**src/design/vcmp_pkg.sv**
```systemverilog
// Shared types and constants for the visual code module placer.
package vcmp_pkg;

	localparam int ROW_W       = 10;
	localparam int COL_W       = 10;
	localparam int FRAME_W     = 16;
	localparam int CRC_W       = 8;
	localparam int BYTE_W      = 8;
	localparam int CHUNK_BYTES = 42;
	localparam int POS_W       = 6;
	localparam int FIFO_DEPTH  = 2;
	localparam int PTR_W       = 1;
	localparam int FILL_W      = 2;
	localparam int BEAT_W      = 4;
	localparam int TDATA_W     = 40;

	localparam logic [ROW_W-1:0]   ROW_STEP      = 10'd7;
	localparam logic [ROW_W-1:0]   ROW_FIRST     = 10'd7;
	localparam logic [ROW_W-1:0]   ROW_TOP_END   = 10'd56;
	localparam logic [ROW_W-1:0]   ROW_BOT_START = 10'd560;
	localparam logic [ROW_W-1:0]   ROW_LAST      = 10'd616;
	localparam logic [COL_W-1:0]   COL_EDGE      = 10'd7;
	localparam logic [COL_W-1:0]   COL_INNER     = 10'd63;
	localparam logic [COL_W-1:0]   COL_SHORT_END = 10'd847;
	localparam logic [COL_W-1:0]   COL_LONG_END  = 10'd903;
	localparam logic [COL_W-1:0]   SLOT_ADVANCE  = 10'd56;
	localparam logic [FRAME_W-1:0] FRAME_FIRST   = 16'd1;
	localparam logic [CRC_W-1:0]   CRC_POLY      = 8'h07;
	localparam logic [CRC_W-1:0]   CRC_INIT      = 8'h00;

	typedef struct packed {
		logic [ROW_W-1:0]   row;
		logic [COL_W-1:0]   col;
		logic [FRAME_W-1:0] frame;
	} cursor_t;

	typedef struct packed {
		cursor_t           pos;
		logic [BYTE_W-1:0] data;
		logic              has_crc;
		cursor_t           slot;
		logic [CRC_W-1:0]  crc;
	} job_t;

	typedef struct packed {
		logic empty;
		logic full;
	} fifo_stat_t;

endpackage

```
**src/design/vcmp_front.sv**
```systemverilog
// Front part: accepts bytes, advances the cursor and CRC, and queues one job per byte.
module vcmp_front (
	input  logic                        clk,
	input  logic                        arst_n,
	input  logic                        s_tvalid,
	output logic                        s_tready,
	input  logic [vcmp_pkg::BYTE_W-1:0] s_tdata,
	input  vcmp_pkg::fifo_stat_t        stat,
	output logic                        push,
	output vcmp_pkg::job_t              job
);
	import vcmp_pkg::*;

	function automatic cursor_t wrap_check(input cursor_t c);
		cursor_t r;
		logic    at_long;
		r = c;
		at_long = (c.col == COL_LONG_END);
		if (c.col == COL_SHORT_END || at_long) begin
			if (c.row < ROW_TOP_END) begin
				r.col = COL_INNER;
				r.row = c.row + ROW_STEP;
			end else if (c.row == ROW_TOP_END) begin
				r.col = COL_EDGE;
				r.row = c.row + ROW_STEP;
			end else if (c.row < ROW_BOT_START) begin
				if (at_long) begin
					r.col = COL_EDGE;
					r.row = c.row + ROW_STEP;
				end
			end else if (c.row == ROW_BOT_START) begin
				if (at_long) begin
					r.col = COL_INNER;
					r.row = c.row + ROW_STEP;
				end
			end else if (c.row < ROW_LAST) begin
				r.col = COL_INNER;
				r.row = c.row + ROW_STEP;
			end else begin
				r.row   = ROW_FIRST;
				r.col   = COL_INNER;
				r.frame = c.frame + FRAME_W'(1);
			end
		end
		return r;
	endfunction

	function automatic logic [CRC_W-1:0] crc8_byte(input logic [CRC_W-1:0] v);
		logic [CRC_W-1:0] c;
		c = v;
		for (int i = 0; i < BYTE_W; i++) begin
			c = c[CRC_W-1] ? ({c[CRC_W-2:0], 1'b0} ^ CRC_POLY) : {c[CRC_W-2:0], 1'b0};
		end
		return c;
	endfunction

	cursor_t          cur_q;
	cursor_t          slot_q;
	logic [CRC_W-1:0] crc_q;
	logic [POS_W-1:0] chunk_pos_q;

	cursor_t          pre_pos;
	cursor_t          byte_pos;
	cursor_t          post_pos;
	cursor_t          next_cur;
	cursor_t          slot_sel;
	logic [CRC_W-1:0] crc_next;
	logic             chunk_start;
	logic             chunk_end;

	always_comb begin
		chunk_start = (chunk_pos_q == '0);
		chunk_end   = (chunk_pos_q >= POS_W'(CHUNK_BYTES - 1));
		slot_sel    = chunk_start ? cur_q : slot_q;
		pre_pos     = cur_q;
		if (chunk_start) begin
			pre_pos.col = cur_q.col + SLOT_ADVANCE;
		end
		byte_pos     = wrap_check(pre_pos);
		post_pos     = byte_pos;
		post_pos.col = byte_pos.col + SLOT_ADVANCE;
		next_cur     = wrap_check(post_pos);
		crc_next     = crc8_byte(crc_q ^ s_tdata);
	end

	assign s_tready = !stat.full;
	assign push     = s_tvalid && s_tready;

	always_comb begin
		job.pos     = byte_pos;
		job.data    = s_tdata;
		job.has_crc = chunk_end;
		job.slot    = slot_sel;
		job.crc     = crc_next;
	end

	always_ff @(posedge clk or negedge arst_n) begin
		if (!arst_n) begin
			cur_q.row   <= ROW_FIRST;
			cur_q.col   <= COL_INNER;
			cur_q.frame <= FRAME_FIRST;
			slot_q      <= '0;
			crc_q       <= CRC_INIT;
			chunk_pos_q <= '0;
		end else if (push) begin
			cur_q  <= next_cur;
			slot_q <= slot_sel;
			if (chunk_end) begin
				crc_q       <= CRC_INIT;
				chunk_pos_q <= '0;
			end else begin
				crc_q       <= crc_next;
				chunk_pos_q <= chunk_pos_q + POS_W'(1);
			end
		end
	end

endmodule

```
**src/design/vcmp_queue.sv**
```systemverilog
// Short job queue between the front and back parts.
module vcmp_queue (
	input  logic                 clk,
	input  logic                 arst_n,
	input  logic                 push,
	input  vcmp_pkg::job_t       push_job,
	input  logic                 pop,
	output vcmp_pkg::job_t       head,
	output vcmp_pkg::fifo_stat_t stat
);
	import vcmp_pkg::*;

	job_t              mem_q [FIFO_DEPTH];
	logic [PTR_W-1:0]  wr_ptr_q;
	logic [PTR_W-1:0]  rd_ptr_q;
	logic [FILL_W-1:0] fill_q;

	assign stat.empty = (fill_q == '0);
	assign stat.full  = (fill_q == FILL_W'(FIFO_DEPTH));
	assign head       = mem_q[rd_ptr_q];

	always_ff @(posedge clk) begin
		if (push) begin
			mem_q[wr_ptr_q] <= push_job;
		end
	end

	always_ff @(posedge clk or negedge arst_n) begin
		if (!arst_n) begin
			wr_ptr_q <= '0;
			rd_ptr_q <= '0;
			fill_q   <= '0;
		end else begin
			if (push) begin
				wr_ptr_q <= wr_ptr_q + PTR_W'(1);
			end
			if (pop) begin
				rd_ptr_q <= rd_ptr_q + PTR_W'(1);
			end
			if (push && !pop) begin
				fill_q <= fill_q + FILL_W'(1);
			end else if (pop && !push) begin
				fill_q <= fill_q - FILL_W'(1);
			end
		end
	end

endmodule

```
**src/design/vcmp_back.sv**
```systemverilog
// Back part: expands each queued job into module beats through an output register.
module vcmp_back (
	input  logic                         clk,
	input  logic                         arst_n,
	input  vcmp_pkg::job_t               head,
	input  vcmp_pkg::fifo_stat_t         stat,
	output logic                         pop,
	output logic                         m_tvalid,
	input  logic                         m_tready,
	output logic [vcmp_pkg::ROW_W-1:0]   pixel_row,
	output logic [vcmp_pkg::COL_W-1:0]   pixel_col,
	output logic                         dark,
	output logic [vcmp_pkg::FRAME_W-1:0] frame_index,
	output logic                         is_check,
	output logic                         last
);
	import vcmp_pkg::*;

	logic [BEAT_W-1:0] beat_q;
	logic              valid_q;
	logic [2:0]        k;
	logic [COL_W-1:0]  offs;
	logic              in_crc;
	logic              last_beat;
	logic              load;

	always_comb begin
		k         = beat_q[2:0];
		in_crc    = beat_q[3];
		offs      = {4'b0, k, 3'b0} - {7'b0, k};
		last_beat = (in_crc && k == 3'd7) || (!in_crc && k == 3'd7 && !head.has_crc);
		load      = !stat.empty && (!valid_q || m_tready);
		pop       = load && last_beat;
	end

	assign m_tvalid = valid_q;

	always_ff @(posedge clk or negedge arst_n) begin
		if (!arst_n) begin
			valid_q <= 1'b0;
			beat_q  <= '0;
		end else begin
			if (load) begin
				valid_q <= 1'b1;
				beat_q  <= last_beat ? '0 : beat_q + BEAT_W'(1);
			end else if (m_tready) begin
				valid_q <= 1'b0;
			end
		end
	end

	always_ff @(posedge clk) begin
		if (load) begin
			last <= last_beat;
			if (in_crc) begin
				pixel_row   <= head.slot.row;
				pixel_col   <= head.slot.col + offs;
				dark        <= head.crc[k];
				frame_index <= head.slot.frame;
				is_check    <= 1'b1;
			end else begin
				pixel_row   <= head.pos.row;
				pixel_col   <= head.pos.col + offs;
				dark        <= head.data[k];
				frame_index <= head.pos.frame;
				is_check    <= 1'b0;
			end
		end
	end

`ifndef SYNTHESIS
	a_busy_has_job: assert property (@(posedge clk) disable iff (!arst_n)
		(beat_q != '0) |-> !stat.empty)
		else $error("beat counter advanced with no job queued");
	a_crc_beats_need_crc: assert property (@(posedge clk) disable iff (!arst_n)
		beat_q[3] |-> head.has_crc)
		else $error("check beats on a job without a chunk end");
	a_pop_at_last: assert property (@(posedge clk) disable iff (!arst_n)
		pop |=> (valid_q && last && beat_q == '0))
		else $error("job retired without a final beat");
`endif

endmodule

```
**src/design/visual_code_module_placer.sv**
```systemverilog
// Top level of the visual code module placer.
// An accepted byte reaches the master side via the job queue and output register.
// Each byte gives 8 beats, 16 on a chunk's last byte, one beat per cycle while
// m_tready is high; the back part's single output register sets this rate.
// The front accepts a new byte every cycle while the two-entry job queue has room.
// Reset is asynchronous: cursor at row 7, column 63, frame 1, CRC and chunk cleared.
module visual_code_module_placer (
	input  logic                          clk,
	input  logic                          arst_n,
	input  logic                          s_tvalid,
	output logic                          s_tready,
	input  logic [vcmp_pkg::BYTE_W-1:0]   s_tdata,  // data_byte
	output logic                          m_tvalid,
	input  logic                          m_tready,
	output logic [vcmp_pkg::TDATA_W-1:0]  m_tdata,  // pixel_row, pixel_col, dark, frame_index
	output logic                          m_tuser,  // is_check
	output logic                          m_tlast
);
	import vcmp_pkg::*;

	fifo_stat_t         stat;
	job_t               push_job;
	job_t               head;
	logic               push;
	logic               pop;
	logic [ROW_W-1:0]   pixel_row;
	logic [COL_W-1:0]   pixel_col;
	logic               dark;
	logic [FRAME_W-1:0] frame_index;

	vcmp_front u_front (
		.clk      (clk),
		.arst_n   (arst_n),
		.s_tvalid (s_tvalid),
		.s_tready (s_tready),
		.s_tdata  (s_tdata),
		.stat     (stat),
		.push     (push),
		.job      (push_job)
	);

	vcmp_queue u_queue (
		.clk      (clk),
		.arst_n   (arst_n),
		.push     (push),
		.push_job (push_job),
		.pop      (pop),
		.head     (head),
		.stat     (stat)
	);

	vcmp_back u_back (
		.clk         (clk),
		.arst_n      (arst_n),
		.head        (head),
		.stat        (stat),
		.pop         (pop),
		.m_tvalid    (m_tvalid),
		.m_tready    (m_tready),
		.pixel_row   (pixel_row),
		.pixel_col   (pixel_col),
		.dark        (dark),
		.frame_index (frame_index),
		.is_check    (m_tuser),
		.last        (m_tlast)
	);

	assign m_tdata = {3'b0, frame_index, dark, pixel_col, pixel_row};

endmodule

```
**config.mk**
```make
export PLATFORM = sky130hd
export DESIGN_NAME = visual_code_module_placer
export DESIGN_NICKNAME = d
export VERILOG_FILES = /design/src/design/vcmp_pkg.sv /design/src/design/vcmp_front.sv /design/src/design/vcmp_queue.sv /design/src/design/vcmp_back.sv /design/src/design/visual_code_module_placer.sv
export SDC_FILE = /design/constraint.sdc
export NUM_CORES = 1
export LEC_CHECK = 0
export BUFFER_PORTS_ARGS = -buffer_cell sky130_fd_sc_hd__buf_2
export CORE_MARGIN = 2
export CORE_UTILIZATION = 60
export CTS_CLUSTER_DIAMETER = 50
export DETAILED_ROUTE_END_ITERATION = 12
export PLACE_DENSITY = 0.77
export SLEW_MARGIN = 20
export SYNTH_ARGS = -nofsm -noshare
export SYNTH_HDL_FRONTEND = slang
export SYNTH_SLANG_ARGS = --single-unit
```
**constraint.sdc**
```tcl
create_clock -name clk -period 14.9 [get_ports clk]
set_input_delay 0 -clock clk [delete_from_list [all_inputs] [get_ports clk]]
set_output_delay 0 -clock clk [all_outputs]
set_load 0.005 [all_outputs]
```
==> out/metrics.yaml <==
placement:
  place_ws_ps: 9054
  dp_hpwl_microns: 21070
  finalWeightedCongestion: 0.9754
  io_buffer_count: 52
  placed_area_sq_um: 15550
critical_path:
  cp-start-kind: "flip-flop"
  arrival_ps: 6280
  cp_data_required_time_ps: 15290
  r2r-start: "u_front.chunk_pos_q[0]$_DFFE_PN0P_"
  worst-path-max-fanout: 29
  r2r-end: "u_front.cur_q[33]$_DFFE_PN0P_"
  r2r_slack_ps: 9010
  reg2reg_depth: 19
  critPathKind: "reg -> reg"
  crit_path_end_kind: "flip-flop"
route:
  ant_nets: 0
  drt_iter0_markers: 1057
  via_per_inst: 6.112
  wl_per_cell_microns: 20.10
  vias: 9975
  drt_wl_total_microns: 32810
  drc_errors: 0
  first_pass_iters: 6
clock_tree:
  cts_sinks: 312
  cts_buffers: 35
  clkLatencyLatePin_ps: 500
  cts_setup_buffers: 0
  cts_tree: "done"
  clkSlewWorstSetupHoldPaths_ps: 60
  htree_levels: 2
  clockBufferDepth: 3
  cts_root_buf: "clkbuf_16"
  cts.repair.resized: 0
synth:
  synthCells: 1240
  async_flop_share_pct: 30.45
  ys_types: 90
  syn_area_per_cell_sq_um: 12.18
  ys_warn_count: 0
  synth_ff_type: "edfxtp_1"
  synth_area_sq_um: 15110
  ys_seq_area_share_pct: 58.96
  ys_ff_latch: 312
  synth_edf_count: 217
cells_and_area:
  final_nets: 1311
  antenna_cells: 0
  multi_input_area_sq_um: 5719
  fillers: 1786
  final_layout_size_suffix_gt1_share_pct: 16.59
  design_area_sq_um: 16860
  layout.area.seq_sq_um: 8909
  synthToLayoutAreaGrowth_pct: 11.62
min_path:
  min_to: "u_front.slot_q[6]$_DFFE_PN0P_"
  whs_path_depth: 4
  hp-class: "in -> reg"
  hp-start: "s_tvalid"
global_routing:
  grt_remaining_overflow: 0
  grt_pass1_wl_microns: 53100
  grt_max_degree: 83
  antenna_found_initial: 0
  grt_pass1_vias: 9862
  grt.total_usage_pct: 25.80
timing:
  setup_viol: 0
  fmax_ghz: 0.1698
  tns_ps: 0
  finalHoldViolCount: 0
  worst_pin_slew_ps: 962.7
  fin_crit_ps: 5891
  rsz0062_at_grt: "false"
  relSlewSlack_pct: 35.82
  worst_slack_ps: 9009
  skew_ps: 14.19
  slew_violations: 0
  fin_crit_sh_pct: 39.53
floorplanning:
  die_x_microns: 162.7
  start_util_pct: 60.51
  die_area_sq_um: 26460
  die_h_microns: 162.7
  ios: 56
  rows: 58
  core_sq_um: 24960
pwr:
  ir_worst_vdd_uv: 139.5
  power.density_nw_per_um2: 203.5
  p_leak_nw: 6.386
job:
  drv_cap: 0
run_status:
  status: "finished clean"
[synth_stat cells, types with 7 or more instances]
cell      instances  area [sq um]
a211oi_1          8         60.06
a21oi_1          32         160.2
a22o_1           10         87.58
a31oi_1           8         50.05
and3_1           17         106.4
buf_1            13         48.80
buf_2             9         45.04
clkbuf_1         47         176.4
dfrtp_1          85          2127
dfstp_2          10         262.8
edfxtp_1        217          6516
ha_1             22         275.3
inv_1            41         153.9
mux4_2           46          1036
nand2_1         262         983.4
nand2b_1         12         75.07
nand3_1          30         150.1
nand4_1          14         87.58
nor2_1           36         135.1
nor3_1           24         120.1
nor4_1           11         68.82
o211ai_1          8         60.06
o21a_1            7         52.55
o21ai_0          40         200.2
o31ai_1          12         90.09
or3_1             8         50.05
xnor2_1          52         455.4
xor2_1           21         183.9
[placed cells by master (no fill, tap or decap), drive strengths merged, types with 15 or more instances in the layout]
master,netlist,final
dfrtp,85,85
nand4,15,15
nor2,39,39
nand3,30,30
xnor2,52,52
mux4,46,46
edfxtp,217,217
buf,31,65
ha,22,22
xor2,21,21
nand2,262,262
a21oi,33,33
clkbuf,47,49
inv,41,42
and3,17,17
nor3,26,26
o21ai,44,44
[where the power goes]
| part | internal [W] | total (W) | switching [W] | leakage [nW] |
|---|---|---|---|---|
| clock | 0.000541 | 0.000871 | 0.000330 | 0.577 |
| combinational | 0.000471 | 0.00113 | 0.000654 | 2.67 |
| sequential | 0.00130 | 0.00144 | 0.000139 | 3.14 |
[how the worst max path moves through the flow]
stage                                             from                             to  slack, ps  cells past startpoint
CTS                 u_front.chunk_pos_q[0]$_DFFE_PN0P_  u_front.cur_q[29]$_DFFE_PN0P_       9040                     19
floorplan                u_queue.fill_q[0]$_DFFE_PN0P_  u_queue.mem_q[0][0]$_DFFE_PP_       9530                      5
detailed placement  u_front.chunk_pos_q[0]$_DFFE_PN0P_  u_front.cur_q[29]$_DFFE_PN0P_       9050                     19
global placement    u_front.chunk_pos_q[0]$_DFFE_PN0P_  u_front.cur_q[29]$_DFFE_PN0P_       9250                     19
finish              u_front.chunk_pos_q[0]$_DFFE_PN0P_  u_front.cur_q[33]$_DFFE_PN0P_       9010                     19
global route        u_front.chunk_pos_q[0]$_DFFE_PN0P_  u_front.cur_q[33]$_DFFE_PN0P_       8540                     19
[per-stage QoR]
stage          hold WS, ps  utilization, %  total power, W  instances
2_1_floorplan       -295.6               -        0.002256       1242
3_3_place_gp         135.6           62.31        0.002528       1558
3_5_place_dp         142.9           62.31        0.002569       1558
4_1_cts              35.42           67.46        0.003452       1631
5_1_grt              65.34           67.54        0.003630       1632
6_report             47.24           67.54        0.003432       1632
[cell families after synthesis]
group	Yosys count	share of synthesized area, %
compound gates	198	9.815
xor+xnor	73	4.233
fa+ha+maj	23	1.955
buf+inv	121	3.379
flops	312	58.96
mux	51	7.206
other cells	1	0.02483
simple gates	461	14.43
[worst max-delay path, stage by stage, from the launching register on]
cell      delay [ps]
dfrtp_1          420
inv_1             60
ha_1             220
nand2b_1         200
nor2_2            50
buf_4            260
o31ai_2          530
nand2_1          460
o22ai_1          310
ha_1             260
nand2_1           60
mux2_2           300
a21oi_1          220
a211oi_1         100
or4b_4           550
o211ai_2          90
and4bb_4         460
o31a_1           730
nand4b_1         170
a32o_1           300
[layer usage]
| metal | global-route usage [%] | vias to the layer above | share of wire [%] |
|---|---|---|---|
| met2 | 39.98 | 323 | 47 |
| met5 | 0 | - | 0 |
| li1 | - | 4648 | - |
| met3 | 4.049 | 49 | 5.7 |
| met1 | 38.56 | 4955 | 46 |
| met4 | 7.160 | 0 | 1.7 |
[flip-flops by register name (all words and copies together) (netlist names)]
signal and flops:
u_queue.mem_q 178, u_back.pixel_row 10, u_queue.fill_q 2, u_back.is_check 1
u_front.chunk_pos_q 6, u_back.last 1, u_queue.wr_ptr_q 1, u_back.beat_q 4
u_back.pixel_col 10, u_back.m_tvalid 1, u_front.crc_q 8, u_back.frame_index 16
u_front.cur_q 36, u_front.slot_q 36, u_back.dark 1, u_queue.rd_ptr_q 1
[layout make-up]
cell class	instances	area share, %
sequential	312	52.83
multi-input combinational	809	33.92
inverter	43	0.9647
timing repair buffer	75	2.805
tap	330	2.449
clock buffer	49	5.936
clock inverter	14	1.091
[repair_timing]
item                       in CTS  in global routing
setup endpoints to repair       0                  0
hold buffers                   10                  0
hold endpoints to repair       68                  0
Power figures use the tool's default switching activity.
